===== config.mk =====
export PLATFORM = sky130hd
export DESIGN_NAME = bitmap_block_allocator_unit_flat
export DESIGN_NICKNAME = d
export VERILOG_FILES = /design/src/rtl/bba_pkg.sv /design/src/rtl/bba_if.sv /design/src/rtl/bba_dp.sv /design/src/rtl/bba_ctrl.sv /design/src/rtl/bitmap_block_allocator_unit.sv /design/src/flat_wrapper.sv
export SDC_FILE = /design/constraint.sdc
export NUM_CORES = 2
export LEC_CHECK = 0
export BUFFER_PORTS_ARGS = -buffer_cell sky130_fd_sc_hd__buf_4
export CAP_MARGIN = 10
export CORE_MARGIN = 5
export CORE_UTILIZATION = 45
export CTS_BUF_LIST = sky130_fd_sc_hd__clkbuf_2
export CTS_CLUSTER_DIAMETER = 200
export CTS_CLUSTER_SIZE = 10
export DETAILED_ROUTE_END_ITERATION = 8
export PLACE_DENSITY = 0.71
export SETUP_SLACK_MARGIN = 0.15
export SYNTH_ARGS = -nofsm -noshare
export SYNTH_HDL_FRONTEND = slang
export SYNTH_SLANG_ARGS = --single-unit

===== constraint.sdc =====
create_clock -name clk_i -period 12.1 [get_ports clk_i]
set_input_delay 0.605 -clock clk_i [delete_from_list [all_inputs] [get_ports clk_i]]
set_output_delay 0.605 -clock clk_i [all_outputs]
set_load 0.02 [all_outputs]

===== src/rtl/bba_pkg.sv =====
// Package for the bitmap block allocator: sizes, op and status codes,
// controller/datapath command and status structs, mask helpers.
// No dependencies.
package bba_pkg;

  localparam int MAX_BLOCKS  = 1024;
  localparam int BLOCK_BYTES = 1024;
  localparam int INODE_BYTES = 128;
  localparam int WORD_BITS   = 32;

  localparam int MAP_WORDS = MAX_BLOCKS / WORD_BITS;
  localparam int WIDX_W    = $clog2(MAP_WORDS);
  localparam int BIDX_W    = $clog2(WORD_BITS);
  localparam int BLK_SHIFT = $clog2(BLOCK_BYTES);

  // fixed field widths
  localparam int OP_W   = 3;
  localparam int BLK_W  = 10;
  localparam int CNT_W  = 11;
  localparam int INO_W  = 13;
  localparam int ST_W   = 2;
  localparam int META_W = 24;
  localparam int APB_AW = 3;
  localparam int APB_DW = 32;

  // ops
  localparam logic [OP_W-1:0] OP_FORMAT = 3'd0;
  localparam logic [OP_W-1:0] OP_READ   = 3'd1;
  localparam logic [OP_W-1:0] OP_WRITE  = 3'd2;
  localparam logic [OP_W-1:0] OP_ALLOC  = 3'd3;
  localparam logic [OP_W-1:0] OP_FREE   = 3'd4;

  // result status
  localparam logic [ST_W-1:0] ST_OK     = 2'd0;
  localparam logic [ST_W-1:0] ST_NOFREE = 2'd1;
  localparam logic [ST_W-1:0] ST_RANGE  = 2'd2;

  // register index (paddr bit 2)
  localparam logic REG_TOTAL  = 1'b0;
  localparam logic REG_INODES = 1'b1;

  localparam logic [CNT_W-1:0] TOTAL_RST  = 11'd1024;
  localparam logic [INO_W-1:0] INODES_RST = 13'd256;

  // kind of result staged for the commit cycle
  typedef enum logic [2:0] {
    PEND_FMT,
    PEND_MOD,
    PEND_ALLOC,
    PEND_NOFREE,
    PEND_RANGE,
    PEND_NOP
  } pend_e;

  typedef struct packed {
    logic  accept;
    logic  clr_map;
    logic  fmt_wr;
    logic  scan_start;
    logic  scan_step;
    logic  pend_en;
    pend_e pend_kind;
    logic  commit;
  } bba_cmd_t;

  typedef struct packed {
    logic [OP_W-1:0] op;
    logic            in_range;
    logic            free_zero;
    logic            total_zero;
    logic            fmt_more;
    logic            fmt_last;
    logic            scan_hit;
    logic            scan_last;
    logic            slot_free;
  } bba_sts_t;

  // ones at bit positions of word idx whose block number is below limit
  function automatic logic [WORD_BITS-1:0] lim_mask(input logic [WIDX_W-1:0] idx,
                                                    input logic [CNT_W-1:0]  limit);
    logic [CNT_W-1:0]     base;
    logic [WORD_BITS-1:0] m;
    base = CNT_W'(idx) << BIDX_W;
    if (limit >= base + CNT_W'(WORD_BITS)) begin
      m = '1;
    end else if (limit > base) begin
      m = (WORD_BITS'(1) << limit[BIDX_W-1:0]) - WORD_BITS'(1);
    end else begin
      m = '0;
    end
    return m;
  endfunction

  // index of the lowest zero bit (0 if none)
  function automatic logic [BIDX_W-1:0] low_zero(input logic [WORD_BITS-1:0] w);
    logic [BIDX_W-1:0] pos;
    pos = '0;
    for (int i = WORD_BITS - 1; i >= 0; i--) begin
      if (!w[i]) pos = BIDX_W'(i);
    end
    return pos;
  endfunction

endpackage


===== src/rtl/bba_if.sv =====
// Handshake channels of the bitmap block allocator: request and response.
// Depends on bba_pkg.
interface bba_req_if import bba_pkg::*; ();
  logic             valid;
  logic             ready;
  logic [OP_W-1:0]  op;
  logic [BLK_W-1:0] block_number;
  logic             bit_value;

  modport source (output valid, op, block_number, bit_value, input ready);
  modport sink   (input valid, op, block_number, bit_value, output ready);
endinterface

interface bba_rsp_if import bba_pkg::*; ();
  logic             valid;
  logic             ready;
  logic [ST_W-1:0]  status;
  logic [BLK_W-1:0] block_out;
  logic             bit_read;
  logic [CNT_W-1:0] free_count;

  modport source (output valid, status, block_out, bit_read, free_count, input ready);
  modport sink   (input valid, status, block_out, bit_read, free_count, output ready);
endinterface


===== src/rtl/bba_dp.sv =====
// Datapath: usage map memory with per-word valid bits, free count, scan
// pointers, staged result and response register. Depends on bba_pkg.
module bba_dp import bba_pkg::*; (
  input  logic             clk_i,
  input  logic             rst_ni,
  input  bba_cmd_t         cmd_i,
  output bba_sts_t         sts_o,
  input  logic [OP_W-1:0]  op_i,
  input  logic [BLK_W-1:0] blk_i,
  input  logic             bit_val_i,
  input  logic [CNT_W-1:0] total_i,
  input  logic [INO_W-1:0] inodes_i,
  output logic             rsp_valid_o,
  input  logic             rsp_ready_i,
  output logic [ST_W-1:0]  rsp_status_o,
  output logic [BLK_W-1:0] rsp_block_o,
  output logic             rsp_bit_o,
  output logic [CNT_W-1:0] rsp_free_o
);

  // latched request
  logic [OP_W-1:0]  op_q;
  logic [BLK_W-1:0] blk_q;
  logic             val_q;

  logic [WORD_BITS-1:0] map_mem [MAP_WORDS];
  logic [MAP_WORDS-1:0] vld_q;
  logic [WORD_BITS-1:0] rdata_q;
  logic                 rdvld_q;

  logic [WIDX_W-1:0] ptr_q, chk_q;
  logic [CNT_W-1:0]  free_q;

  // staged result
  logic                 pwr_q;
  logic [WIDX_W-1:0]    paddr_q;
  logic [WORD_BITS-1:0] pdata_q;
  logic [CNT_W-1:0]     pcnt_q;
  logic [ST_W-1:0]      pst_q;
  logic [BLK_W-1:0]     pbout_q;
  logic                 pbit_q;

  logic                 rsp_vld_q;
  logic [ST_W-1:0]      rsp_st_q;
  logic [BLK_W-1:0]     rsp_blk_q;
  logic                 rsp_bit_q;
  logic [CNT_W-1:0]     rsp_cnt_q;

  logic [WIDX_W-1:0]    blk_widx;
  logic [BIDX_W-1:0]    blk_bit;
  logic [WORD_BITS-1:0] blk_oh;
  logic [WIDX_W-1:0]    rd_addr;
  logic [WORD_BITS-1:0] word_eff;

  // format metadata size
  logic [META_W-1:0]    mb_bytes, ino_bytes, mb_blks, ino_blks, meta_raw;
  logic [CNT_W-1:0]     meta;

  logic [WORD_BITS-1:0] scan_word;
  logic [BIDX_W-1:0]    scan_pos;
  logic [CNT_W-1:0]     tot_m1;
  logic [WIDX_W-1:0]    last_widx;

  logic                 wr_en;
  logic [WIDX_W-1:0]    wr_addr;
  logic [WORD_BITS-1:0] wr_data;

  assign blk_widx = blk_q[BLK_W-1:BIDX_W];
  assign blk_bit  = blk_q[BIDX_W-1:0];
  assign blk_oh   = WORD_BITS'(1) << blk_bit;

  assign rd_addr  = cmd_i.scan_step ? ptr_q : (cmd_i.scan_start ? '0 : blk_widx);
  assign word_eff = rdvld_q ? rdata_q : '0;

  assign mb_bytes  = META_W'(total_i >> 3);
  assign ino_bytes = META_W'(inodes_i) * META_W'(INODE_BYTES);
  assign mb_blks   = (mb_bytes + META_W'(BLOCK_BYTES - 1)) >> BLK_SHIFT;
  assign ino_blks  = (ino_bytes + META_W'(BLOCK_BYTES - 1)) >> BLK_SHIFT;
  assign meta_raw  = META_W'(1) + mb_blks + ino_blks;
  assign meta      = (meta_raw > META_W'(total_i)) ? total_i : meta_raw[CNT_W-1:0];

  // blocks at or past the total read as used during the scan
  assign scan_word = word_eff | ~lim_mask(chk_q, total_i);
  assign scan_pos  = low_zero(scan_word);
  assign tot_m1    = total_i - CNT_W'(1);
  assign last_widx = tot_m1[BLK_W-1:BIDX_W];

  assign wr_en   = cmd_i.fmt_wr | (cmd_i.commit & pwr_q);
  assign wr_addr = cmd_i.fmt_wr ? ptr_q : paddr_q;
  assign wr_data = cmd_i.fmt_wr ? lim_mask(ptr_q, meta) : pdata_q;

  always_comb begin
    sts_o.op         = op_q;
    sts_o.in_range   = CNT_W'(blk_q) < total_i;
    sts_o.free_zero  = (free_q == '0);
    sts_o.total_zero = (total_i == '0);
    sts_o.fmt_more   = (CNT_W'(ptr_q) << BIDX_W) < meta;
    sts_o.fmt_last   = &ptr_q;
    sts_o.scan_hit   = ~&scan_word;
    sts_o.scan_last  = (chk_q == last_widx);
    sts_o.slot_free  = !rsp_vld_q || rsp_ready_i;
  end

  // map memory, read every cycle
  always_ff @(posedge clk_i) begin
    if (wr_en) begin
      map_mem[wr_addr] <= wr_data;
    end
    rdata_q <= map_mem[rd_addr];
    rdvld_q <= vld_q[rd_addr];
  end

  always_ff @(posedge clk_i or negedge rst_ni) begin
    if (!rst_ni) begin
      vld_q     <= '0;
      free_q    <= '0;
      ptr_q     <= '0;
      chk_q     <= '0;
      pwr_q     <= 1'b0;
      rsp_vld_q <= 1'b0;
    end else begin
      if (cmd_i.clr_map) begin
        vld_q <= '0;
      end else if (wr_en) begin
        vld_q[wr_addr] <= 1'b1;
      end

      if (cmd_i.clr_map) begin
        ptr_q <= '0;
      end else if (cmd_i.fmt_wr) begin
        ptr_q <= ptr_q + WIDX_W'(1);
      end else if (cmd_i.scan_start) begin
        ptr_q <= WIDX_W'(1);
        chk_q <= '0;
      end else if (cmd_i.scan_step) begin
        ptr_q <= ptr_q + WIDX_W'(1);
        chk_q <= ptr_q;
      end

      if (cmd_i.pend_en) begin
        pwr_q <= (cmd_i.pend_kind == PEND_ALLOC) ||
                 ((cmd_i.pend_kind == PEND_MOD) && (op_q != OP_READ));
      end

      if (cmd_i.commit) begin
        free_q    <= pcnt_q;
        rsp_vld_q <= 1'b1;
      end else if (rsp_ready_i) begin
        rsp_vld_q <= 1'b0;
      end
    end
  end

  // payload registers
  always_ff @(posedge clk_i) begin
    if (cmd_i.accept) begin
      op_q  <= op_i;
      blk_q <= blk_i;
      val_q <= bit_val_i;
    end

    if (cmd_i.pend_en) begin
      paddr_q <= blk_widx;
      pdata_q <= word_eff;
      pcnt_q  <= free_q;
      pst_q   <= ST_OK;
      pbout_q <= '0;
      pbit_q  <= 1'b0;
      unique case (cmd_i.pend_kind)
        PEND_FMT: begin
          pcnt_q <= total_i - meta;
        end
        PEND_MOD: begin
          priority if (op_q == OP_READ) begin
            pbit_q <= word_eff[blk_bit];
          end else if (op_q == OP_WRITE) begin
            pdata_q <= val_q ? (word_eff | blk_oh) : (word_eff & ~blk_oh);
          end else begin
            // free: count saturates at the total
            pdata_q <= word_eff & ~blk_oh;
            pbout_q <= blk_q;
            if (free_q < total_i) pcnt_q <= free_q + CNT_W'(1);
          end
        end
        PEND_ALLOC: begin
          paddr_q <= chk_q;
          pdata_q <= word_eff | (WORD_BITS'(1) << scan_pos);
          pcnt_q  <= free_q - CNT_W'(1);
          pbout_q <= {chk_q, scan_pos};
        end
        PEND_NOFREE: pst_q <= ST_NOFREE;
        PEND_RANGE:  pst_q <= ST_RANGE;
        PEND_NOP:    pst_q <= ST_OK;
        default:     pst_q <= ST_OK;
      endcase
    end

    if (cmd_i.commit) begin
      rsp_st_q  <= pst_q;
      rsp_blk_q <= pbout_q;
      rsp_bit_q <= pbit_q;
      rsp_cnt_q <= pcnt_q;
    end
  end

  assign rsp_valid_o  = rsp_vld_q;
  assign rsp_status_o = rsp_st_q;
  assign rsp_block_o  = rsp_blk_q;
  assign rsp_bit_o    = rsp_bit_q;
  assign rsp_free_o   = rsp_cnt_q;

endmodule


===== src/rtl/bba_ctrl.sv =====
// Controller: sequences format, bit access, first-fit scan and commit.
// Depends on bba_pkg.
module bba_ctrl import bba_pkg::*; (
  input  logic     clk_i,
  input  logic     rst_ni,
  input  logic     req_valid_i,
  output logic     req_ready_o,
  input  bba_sts_t sts_i,
  output bba_cmd_t cmd_o
);

  typedef enum logic [2:0] {
    S_IDLE,
    S_DISPATCH,
    S_FMT_WR,
    S_MAP_MOD,
    S_SCAN,
    S_FINISH
  } state_e;

  state_e state_q, state_d;

  always_comb begin
    state_d     = state_q;
    cmd_o       = '0;
    cmd_o.pend_kind = PEND_NOP;
    req_ready_o = 1'b0;

    unique case (state_q)
      S_IDLE: begin
        req_ready_o = 1'b1;
        if (req_valid_i) begin
          cmd_o.accept = 1'b1;
          state_d      = S_DISPATCH;
        end
      end
      S_DISPATCH: begin
        priority if (sts_i.op == OP_FORMAT) begin
          cmd_o.clr_map = 1'b1;
          state_d       = S_FMT_WR;
        end else if (sts_i.op == OP_READ || sts_i.op == OP_WRITE ||
                     sts_i.op == OP_FREE) begin
          if (sts_i.in_range) begin
            state_d = S_MAP_MOD;      // map word read this cycle
          end else begin
            cmd_o.pend_en   = 1'b1;
            cmd_o.pend_kind = PEND_RANGE;
            state_d         = S_FINISH;
          end
        end else if (sts_i.op == OP_ALLOC) begin
          if (sts_i.free_zero || sts_i.total_zero) begin
            cmd_o.pend_en   = 1'b1;
            cmd_o.pend_kind = PEND_NOFREE;
            state_d         = S_FINISH;
          end else begin
            cmd_o.scan_start = 1'b1;
            state_d          = S_SCAN;
          end
        end else begin
          cmd_o.pend_en   = 1'b1;
          cmd_o.pend_kind = PEND_NOP;
          state_d         = S_FINISH;
        end
      end
      S_FMT_WR: begin
        if (sts_i.fmt_more) begin
          cmd_o.fmt_wr = 1'b1;
          // last map word: the pointer wraps, so stage the result now
          if (sts_i.fmt_last) begin
            cmd_o.pend_en   = 1'b1;
            cmd_o.pend_kind = PEND_FMT;
            state_d         = S_FINISH;
          end
        end else begin
          cmd_o.pend_en   = 1'b1;
          cmd_o.pend_kind = PEND_FMT;
          state_d         = S_FINISH;
        end
      end
      S_MAP_MOD: begin
        cmd_o.pend_en   = 1'b1;
        cmd_o.pend_kind = PEND_MOD;
        state_d         = S_FINISH;
      end
      S_SCAN: begin
        priority if (sts_i.scan_hit) begin
          cmd_o.pend_en   = 1'b1;
          cmd_o.pend_kind = PEND_ALLOC;
          state_d         = S_FINISH;
        end else if (sts_i.scan_last) begin
          cmd_o.pend_en   = 1'b1;
          cmd_o.pend_kind = PEND_NOFREE;
          state_d         = S_FINISH;
        end else begin
          cmd_o.scan_step = 1'b1;
        end
      end
      S_FINISH: begin
        if (sts_i.slot_free) begin
          cmd_o.commit = 1'b1;
          state_d      = S_IDLE;
        end
      end
      default: state_d = S_IDLE;
    endcase
  end

  always_ff @(posedge clk_i or negedge rst_ni) begin
    if (!rst_ni) begin
      state_q <= S_IDLE;
    end else begin
      state_q <= state_d;
    end
  end

endmodule


===== src/rtl/bitmap_block_allocator_unit.sv =====
// Top level of the bitmap block allocator: APB configuration registers,
// controller and datapath. Depends on bba_pkg, bba_if, bba_ctrl, bba_dp.
//
// Channel   Dir  Handshake            Word
// req_i     in   valid/ready          op, block_number, bit_value
// rsp_o     out  valid/ready          status, block_out, bit_read, free_count
// APB       in   psel/penable/pready  total_blocks @0x0, total_inodes @0x4
//
// One word at a time. Read bit, write bit and free go through dispatch,
// map read and finish; a range error or an unknown op skips the map read.
// Format clears the map and writes the metadata map words, one map word
// written per cycle; allocate finds the first free block by a
// one-word-per-cycle scan through the single map read port.
// Reset clears the map at once through per-word valid bits; no sweep.
// The response register lets a new word be accepted while a result waits;
// a finished word then holds in its commit cycle until rsp_o is free.
module bitmap_block_allocator_unit import bba_pkg::*; (
  input  logic              clk_i,
  input  logic              rst_ni,
  bba_req_if.sink           req_i,
  bba_rsp_if.source         rsp_o,
  input  logic              psel,
  input  logic              penable,
  input  logic              pwrite,
  input  logic [APB_AW-1:0] paddr,
  input  logic [APB_DW-1:0] pwdata,
  output logic [APB_DW-1:0] prdata,
  output logic              pready
);

  logic [CNT_W-1:0] cfg_total_q;
  logic [INO_W-1:0] cfg_inodes_q;
  logic [CNT_W-1:0] eff_total;
  logic             cfg_wr;

  bba_cmd_t cmd;
  bba_sts_t sts;

  // register write completes in the access phase; no wait states
  assign pready = 1'b1;
  assign cfg_wr = psel && penable && pwrite && pready;

  always_ff @(posedge clk_i or negedge rst_ni) begin
    if (!rst_ni) begin
      cfg_total_q  <= TOTAL_RST;
      cfg_inodes_q <= INODES_RST;
    end else if (cfg_wr) begin
      if (paddr[2] == REG_TOTAL) begin
        cfg_total_q <= pwdata[CNT_W-1:0];
      end else begin
        cfg_inodes_q <= pwdata[INO_W-1:0];
      end
    end
  end

  assign prdata = (paddr[2] == REG_INODES) ? APB_DW'(cfg_inodes_q) : APB_DW'(cfg_total_q);

  // block count clamps to the map size
  assign eff_total = (cfg_total_q > CNT_W'(MAX_BLOCKS)) ? CNT_W'(MAX_BLOCKS) : cfg_total_q;

  bba_ctrl u_ctrl (
    .clk_i       (clk_i),
    .rst_ni      (rst_ni),
    .req_valid_i (req_i.valid),
    .req_ready_o (req_i.ready),
    .sts_i       (sts),
    .cmd_o       (cmd)
  );

  bba_dp u_dp (
    .clk_i        (clk_i),
    .rst_ni       (rst_ni),
    .cmd_i        (cmd),
    .sts_o        (sts),
    .op_i         (req_i.op),
    .blk_i        (req_i.block_number),
    .bit_val_i    (req_i.bit_value),
    .total_i      (eff_total),
    .inodes_i     (cfg_inodes_q),
    .rsp_valid_o  (rsp_o.valid),
    .rsp_ready_i  (rsp_o.ready),
    .rsp_status_o (rsp_o.status),
    .rsp_block_o  (rsp_o.block_out),
    .rsp_bit_o    (rsp_o.bit_read),
    .rsp_free_o   (rsp_o.free_count)
  );

endmodule


===== src/flat_wrapper.sv =====
// flat-port wrapper written by rule: the top's interface ports become plain ports
module bitmap_block_allocator_unit_flat import bba_pkg::*;
  (clk_i, rst_ni, psel, penable, pwrite, paddr, pwdata, prdata, pready, req_i_valid, req_i_op, req_i_block_number, req_i_bit_value, req_i_ready, rsp_o_valid, rsp_o_status, rsp_o_block_out, rsp_o_bit_read, rsp_o_free_count, rsp_o_ready);
  bba_req_if req_i_i ();
  bba_rsp_if rsp_o_i ();
  input  logic clk_i;
  input  logic rst_ni;
  input  logic psel;
  input  logic penable;
  input  logic pwrite;
  input  logic [APB_AW-1:0] paddr;
  input  logic [APB_DW-1:0] pwdata;
  output logic [APB_DW-1:0] prdata;
  output logic pready;
  input wire logic [$bits(req_i_i.valid)-1:0] req_i_valid;
  input wire logic [$bits(req_i_i.op)-1:0] req_i_op;
  input wire logic [$bits(req_i_i.block_number)-1:0] req_i_block_number;
  input wire logic [$bits(req_i_i.bit_value)-1:0] req_i_bit_value;
  output wire logic [$bits(req_i_i.ready)-1:0] req_i_ready;
  output wire logic [$bits(rsp_o_i.valid)-1:0] rsp_o_valid;
  output wire logic [$bits(rsp_o_i.status)-1:0] rsp_o_status;
  output wire logic [$bits(rsp_o_i.block_out)-1:0] rsp_o_block_out;
  output wire logic [$bits(rsp_o_i.bit_read)-1:0] rsp_o_bit_read;
  output wire logic [$bits(rsp_o_i.free_count)-1:0] rsp_o_free_count;
  input wire logic [$bits(rsp_o_i.ready)-1:0] rsp_o_ready;
  assign req_i_i.valid = req_i_valid;
  assign req_i_i.op = req_i_op;
  assign req_i_i.block_number = req_i_block_number;
  assign req_i_i.bit_value = req_i_bit_value;
  assign req_i_ready = req_i_i.ready;
  assign rsp_o_valid = rsp_o_i.valid;
  assign rsp_o_status = rsp_o_i.status;
  assign rsp_o_block_out = rsp_o_i.block_out;
  assign rsp_o_bit_read = rsp_o_i.bit_read;
  assign rsp_o_free_count = rsp_o_i.free_count;
  assign rsp_o_i.ready = rsp_o_ready;
  bitmap_block_allocator_unit u_core (.clk_i(clk_i), .rst_ni(rst_ni), .req_i(req_i_i), .rsp_o(rsp_o_i), .psel(psel), .penable(penable), .pwrite(pwrite), .paddr(paddr), .pwdata(pwdata), .prdata(prdata), .pready(pready));
endmodule

# ---- Word-level counts from Yosys, hierarchy flattened
# Memories as Yosys holds them, arrays and structs flattened. A register that Yosys moved wholly into a read port is not among the register bits.
# Index checks and enable logic that the tools add are counted.
dict set report totals {
  register_bits 182
  ram_bits 1024
  in_bits 56
  out_inout_bits 59
  wordCells 225
  n_memories 1
}
dict set report classes {
  addsub 13
  n_lt_le_gt_ge 13
  eq_ne 19
  shifts 4
  mux 114
  n_bitwise 12
  reduce_logical 26
}
# memory words word_bits rd rd_clocked_by_memory_dff write_ports line_no
set mem_list {}
lappend mem_list {u_core.u_dp.map_mem 32 32 1 1 1 bba_dp.sv:26} ;# logic [WORD_BITS-1:0] map_mem [MAP_WORDS];
# op n
set ops {}
lappend ops {{two-way mux 32 bit} 11}
lappend ops {{two-way mux 5 bit} 42}
lappend ops {{OR 32 bit} 4}
lappend ops {{<< shifter 1 x 5 -> 32 bit, first input constant} 4}
lappend ops {{inverter 32 bit} 2}
lappend ops {{case mux 32 bit (2 select lines)} 1}
lappend ops {{subtractor 32 x 2 -> 32 bit, second input constant} 2}
lappend ops {{two-way mux 11 bit} 5}
lappend ops {{two-way mux 4 bit} 9}
lappend ops {{case mux 11 bit (3 select lines)} 1}
lappend ops {{AND 32 bit} 1}
lappend ops {{AND reduction 32 bit} 1}
lappend ops {{two-way mux 3 bit} 9}
lappend ops {{two-way mux 1 bit} 26}
lappend ops {{adder 10 x 6 -> 11 bit, second input constant} 2}
lappend ops {{>= comparator 11 bit} 2}
lappend ops {{greater-than comparator 11 x 10 -> 1 bit} 2}
lappend ops {{zero test 11 bit} 2}
lappend ops {{less-than comparator 10 x 11 -> 1 bit} 2}
lappend ops {{adder 20 x 10 -> 21 bit, second input constant} 1}
lappend ops {{two-way mux 10 bit} 2}
lappend ops {{case mux 10 bit (2 select lines)} 1}
lappend ops {{equality test 3 x 2 -> 1 bit, second input constant} 6}
lappend ops {{less-than comparator 5 x 6 -> 1 bit, second input constant} 3}
lappend ops {{39 further kinds} 60}

# ---- Longest topological paths before layout
dict set report depth {
  depth_word 43
  mapped_depth 36
  ltp_nobuf 34
}

# ---- Hierarchy
# A second synthesis with hierarchy kept.
dict set report hier_totals {
  cells_unflattened 3627
  area_unflattened_um2 54811.3
}
# module n_inst cells_each area_per_inst_um2 seq_area_each_um2
set modules_own_cells {}
lappend modules_own_cells {bba_dp 1 3474 53022.1 35759.3}
lappend modules_own_cells {bitmap_block_allocator_unit 1 100 1357.6 603.1}
lappend modules_own_cells {bba_ctrl 1 53 431.7 75.1}

# ---- Least setup slack after synthesis
# OpenSTA, ideal clock, no wires.
dict set report synth_timing {
  path_kind {reg-to-reg}
  startpoint {reg u_core.cfg_total_q[10]}
  endpoint {mem u_core.u_dp.map_mem[24][0] (enable)}
  setup_time_ns 0.423
  arrival_ns 7.481
  required_time_ns 11.677
  setup_slack_ns 4.196
  path_stages_with_launch 26
  path_buffers 3
  synth_period_minus_slack_ns 7.904
  cell_sequence {dfstp_2 clkbuf_1 or3_1 nor3_1 ha_1 nor2b_1 o21ai_0 and3_1 nand4_1 xnor2_1 ha_1 a22oi_1 nand2_1 o31ai_1 clkbuf_1 clkbuf_1 mux2i_1 inv_1 ha_1 o211ai_1 o32ai_1 nor4_1 a211oi_1 and4b_1 a21oi_1 nor2_1}
}
dict set report synth_via {
  elab_chain_cells 13
  word_cells_on_any_way 14
  cone_classes {add/sub (3); order compare (3); mux (7); bitwise (1)}
}
# item line_no
set synth_lines {}
lappend synth_lines {{from (decl)} bitmap_block_allocator_unit.sv:31} ;# logic [CNT_W-1:0] cfg_total_q;
lappend synth_lines {{from (signal assigned)} bitmap_block_allocator_unit.sv:49} ;# cfg_total_q <= pwdata[CNT_W-1:0];
lappend synth_lines {{greater-than comparator 11 bit} bitmap_block_allocator_unit.sv:59} ;# assign eff_total = (cfg_total_q > CNT_W'(MAX_BLOCKS)) ? CNT_W'(MAX_BLOCKS) : cfg_total_q;
lappend synth_lines {{two-way mux 11 bit *} bitmap_block_allocator_unit.sv:59}
lappend synth_lines {{adder 8 x 10 -> 11 bit} bba_dp.sv:77} ;# assign mb_blks = (mb_bytes + META_W'(BLOCK_BYTES - 1)) >> BLK_SHIFT;
lappend synth_lines {{adder 1 x 1 -> 2 bit} bba_dp.sv:79} ;# assign meta_raw = META_W'(1) + mb_blks + ino_blks;
lappend synth_lines {{adder 2 x 11 -> 12 bit} bba_dp.sv:79}
lappend synth_lines {{greater-than comparator 12 x 11 -> 1 bit} bba_dp.sv:80} ;# assign meta = (meta_raw > META_W'(total_i)) ? total_i : meta_raw[CNT_W-1:0];
lappend synth_lines {{two-way mux 11 bit *} bba_dp.sv:80}
lappend synth_lines {{less-than comparator 10 x 11 -> 1 bit *} bba_dp.sv:97} ;# sts_o.fmt_more = (CNT_W'(ptr_q) << BIDX_W) < meta;
lappend synth_lines {{two-way mux 1 bit *} bba_ctrl.sv:66} ;# if (sts_i.fmt_more) begin
lappend synth_lines {{two-way mux 1 bit *} bba_ctrl.sv:29} ;# unique case (state_q)
lappend synth_lines {{OR 1 bit} bba_dp.sv:88} ;# assign wr_en = cmd_i.fmt_wr | (cmd_i.commit & pwr_q);
lappend synth_lines {{two-way mux 1 bit} bba_dp.sv:106} ;# if (wr_en) begin
lappend synth_lines {{two-way mux 1 bit (not written as such)} bba_dp.sv:107} ;# map_mem[wr_addr] <= wr_data;
lappend synth_lines {{to (decl)} bba_dp.sv:26}
# Mark *: on every way between the ends. The rest lies on a longest branch, timed or not.

# ---- Final worst setup path
dict set report layout_timing {
  startpoint {reg u_core.cfg_total_q[3]}
  endpoint {mem u_core.u_dp.map_mem[31][24] (enable)}
}
# Same word-level chain as after synthesis.

==> flow_summary.toml <==
[timing]
tns_ns = 0
fin_crit_sh_pct = 76.9
setup_viol = 0
period_minus_slack_ns = 9.31
relSlewSlack_pct = 10.9
tightest_slew_ns = 1.33
skew_ns = 0.221
rsz0062_at_grt = "no"
fmax_ghz = 0.107
slew_viol_final = 0
finalHoldViolCount = 0

[global_route]
grt_max_degree = 265
grt_pass1_wl_mm = 298
antenna_found_initial = 8
overflow = 0
grt_pass1_vias = 45100
grt_util_all_layers_pct = 27.8

[logic_synthesis]
synth-seq-cells = 1238
yosysTopAreaCellShare_pct = 55.1
yosysMostFrequentCell = "edfxtp_1"
synth.area.top_cells = "edfxtp_1, nand2_1, and3_1"
yosysTopAreaCell = "edfxtp_1"
yosysUniqueCellTypes = 98
synthFlopType = "edfxtp_1"
yosys-top-cells-count = "edfxtp_1, nand2_1, clkbuf_1, and3_1, a211oi_1"
synth_area_mm2 = 0.0612
synth_cells = 5277
async_flop_share_pct = 6.62
avgSynthCellArea_um2 = 11.6
synth_edf_count = 1123
synth-seq-area-share_pct = 59.6
synth_warnings = 0

[setup_path]
cp_max_fo = 48
critPathArrivalTime_ns = 10.62
start_kind = "flip-flop"
crit_type = "flip-flop to flip-flop"
slowest_delay_ns = 1.17
cp_common_cell = "ha_1"
worstSetupEndpointType = "flip-flop"
cp_slowest_cell = "nor2_4"
worstPathCellList = "or3_1 -> nor3_1 -> ha_1 -> nor2b_1 -> o21ai_0 -> and3_1 -> nand4_1 -> xnor2_1 -> ha_1 -> a22oi_1 -> nand2_1 -> o31ai_4 -> o21ai_0 -> inv_1 -> ha_1 -> o211ai_1 -> o32ai_1 -> nor4_1 -> a211o_1 -> buf_4 -> a41oi_1 -> nor2_4 -> buf_4"
cp.required_ns = 13.41

[power_and_ir_drop]
powerDensity_mw_per_mm2 = 200
p_total_uw = 13200
power.leakage_uw = 0.0227
ir_drop_mv = 0.170

[floorplan]
die-area_mm2 = 0.143
io_pins = 115
die_w_um = 379
die_h_um = 379
core_area_mm2 = 0.135
num_rows = 135
floorplan.initialDensity_pct = 45.2

[routing]
vias = 48000
initialDrtViolationCount = 7150
drc = 0
routed_via_density = 6.75
drt-total-wl_mm = 206
postRouteAntennaNets = 0
wl_per_cell_um = 29.1
drt_pass1_iterations = 6

[cts]
cts_tree = "done"
root_buffer = "clkbuf_2"
cts.path.max_buffers = 3
cts_resized = 0
cts_made_buffers = 141
clkLatencyLatePin_ns = 1.75
cts_max_level = 4
cts.sinks = 1238
cts.clk_slew.worst_paths_ns = 0.19

[status]
status = "finished, final reports clean"

[final_layout]
area_growth_pct = 7.57
nFillCells = 11700
fin_cells = 7106
layout.nets = 5340
layout-drive-gt1-share_pct = 11.7

[place]
place_congestion = 0.926
port_buffers = 73
dpl.hpwl_mm = 113
dp_cells = 6760

[run]
max_cap_violations = 0

[min_path]
hold_class = "input pin to flip-flop"
==> layout by cell type, fill, tap and decap left out, types with 16 or more instances in the layout <==
cell type         n
dfrtp_1          78
nor2_4           34
and3_1          382
inv_1            58
dfxtp_1          32
o22a_1           41
o2111a_1         33
dlygate4sd3_1    87
nor4_1           16
mux2i_1          84
o21a_1           43
o32ai_1         104
a211oi_1        242
a21oi_2          16
clkbuf_2        230
a21boi_0         98
conb_1           20
buf_4           197
mux2_2           41
nand2_1         785
a311oi_1        102
edfxtp_1       1123
nand4_1          24
a31oi_1          28
nand2b_1         21
o22ai_1          18
o2111ai_1       104
a22oi_1         140
a21oi_1          90
o21ai_0         115
xnor2_1          24
nor2_1          193
a21o_1           19
o31ai_1          80
nand3_1          31
nor3_1          110
o221ai_1        103
ha_1             72
and2_1           22
==> cells by family after synthesis <==
kind of cell / count (synthesis) / synth area share [%]
muxes: 134 / 2.46
xor gates and xnor gates: 35 / 0.501
adders and majority gates: 75 / 1.54
DFF: 1238 / 59.6
and+or+nand+nor: 1729 / 13.5
other: 2 / 0.0123
buffers and inverters: 583 / 3.94
AOI/OAI and AO/OA: 1481 / 18.5
==> flip-flops by register name (all words and copies together), names as in the netlist, 11 cells and up <==
register                cells
u_core.cfg_total_q         11
u_core.cfg_inodes_q        13
u_core.u_dp.map_mem      1024
u_core.u_dp.vld_q          32
u_core.u_dp.free_q         11
u_core.u_dp.rdata_q        32
u_core.u_dp.rsp_free_o     11
u_core.u_dp.pcnt_q         11
u_core.u_dp.pdata_q        32
==> worst paths after layout <==
check                      slack, ns                               from  depth (start not counted)                               endpoint
setup / recovery                2.79  u_core.cfg_total_q[3]$_DFFE_PN0P_                         23  u_core.u_dp.map_mem[31][24]$_DFFE_PP_
hold / removal                  0.24                          pwdata[5]                          4      u_core.cfg_total_q[5]$_DFFE_PN0P_
setup reg to reg                2.79  u_core.cfg_total_q[3]$_DFFE_PN0P_                         23  u_core.u_dp.map_mem[31][24]$_DFFE_PP_
hold reg to reg                 0.45   u_core.u_dp.pbout_q[7]$_DFFE_PP_                          0   u_core.u_dp.rsp_block_o[7]$_DFFE_PP_
max in group asynchronous      10.64                             rst_ni                          6       u_core.u_dp.ptr_q[0]$_DFFE_PN0P_
min in group asynchronous       0.47                             rst_ni                          5       u_core.u_dp.vld_q[2]$_DFFE_PN0P_
==> report_power, final <==
part           total, uW  internal [uW]  switching, uW  leakage (uW)
Sequential          6310           5900            411        0.0115
Combinational       4800           1380           3420        0.0101
Clock               2060            601           1460       0.00105
Total              13200           7880           5290        0.0227
==> final cells by class <==
type | count | area [um^2] | share of cell area, %
Clock buffer | 230 | 1150 | 1.75
Antenna cell | 12 | 30.0 | 0.0456
Sequential cell | 1238 | 36400 | 55.4
Tap cell | 1781 | 2230 | 3.39
Inverter | 63 | 239 | 0.363
Timing Repair Buffer | 293 | 2530 | 3.85
Multi-Input combinational cell | 3474 | 23000 | 34.9
Clock inverter | 15 | 219 | 0.333
==> repair_timing <==
item	4_1_cts	5_1_grt
setup endpoints to repair	0	0
buffers inserted	0	0
endpoints found under the hold margin	172	0
hold buffers	88	0
==> worst max-delay path: cells and delay by family, from the launching register on <==
| family | cells | cell delay, ns |
|---|---|---|
| compound gates | 8 | 2.99 |
| simple gates | 8 | 2.67 |
| buf+inv | 3 | 1.10 |
| flops | 1 | 1.04 |
| fa+ha+maj | 3 | 0.80 |
| xor+xnor | 1 | 0.28 |
==> layer usage <==
metal  track usage (%)  routed length, um  vias to the layer above
met5                 0                 13                        -
met3              6.42              25700                      586
met1              37.6              78400                    23700
met2              42.0              91200                     3240
li1                  -                  -                    20500
met4              14.9              11100                        2
==> stage by stage <==
| step | hold slack, ns | util (%) | setup slack (ns) | cell area [um^2] |
|---|---|---|---|---|
| floorplan | 0.309 | - | 4.20 | 61200 |
| global placement | 0.404 | 46.9 | 3.24 | 63500 |
| detailed placement | 0.406 | 46.9 | 3.23 | 63500 |
| CTS | 0.00218 | 48.6 | 3.06 | 65800 |
| global route | 0.0781 | 48.6 | 2.32 | 65800 |
| finish | 0.240 | 48.6 | 2.79 | 65800 |
Power figures use the tool's default switching activity.
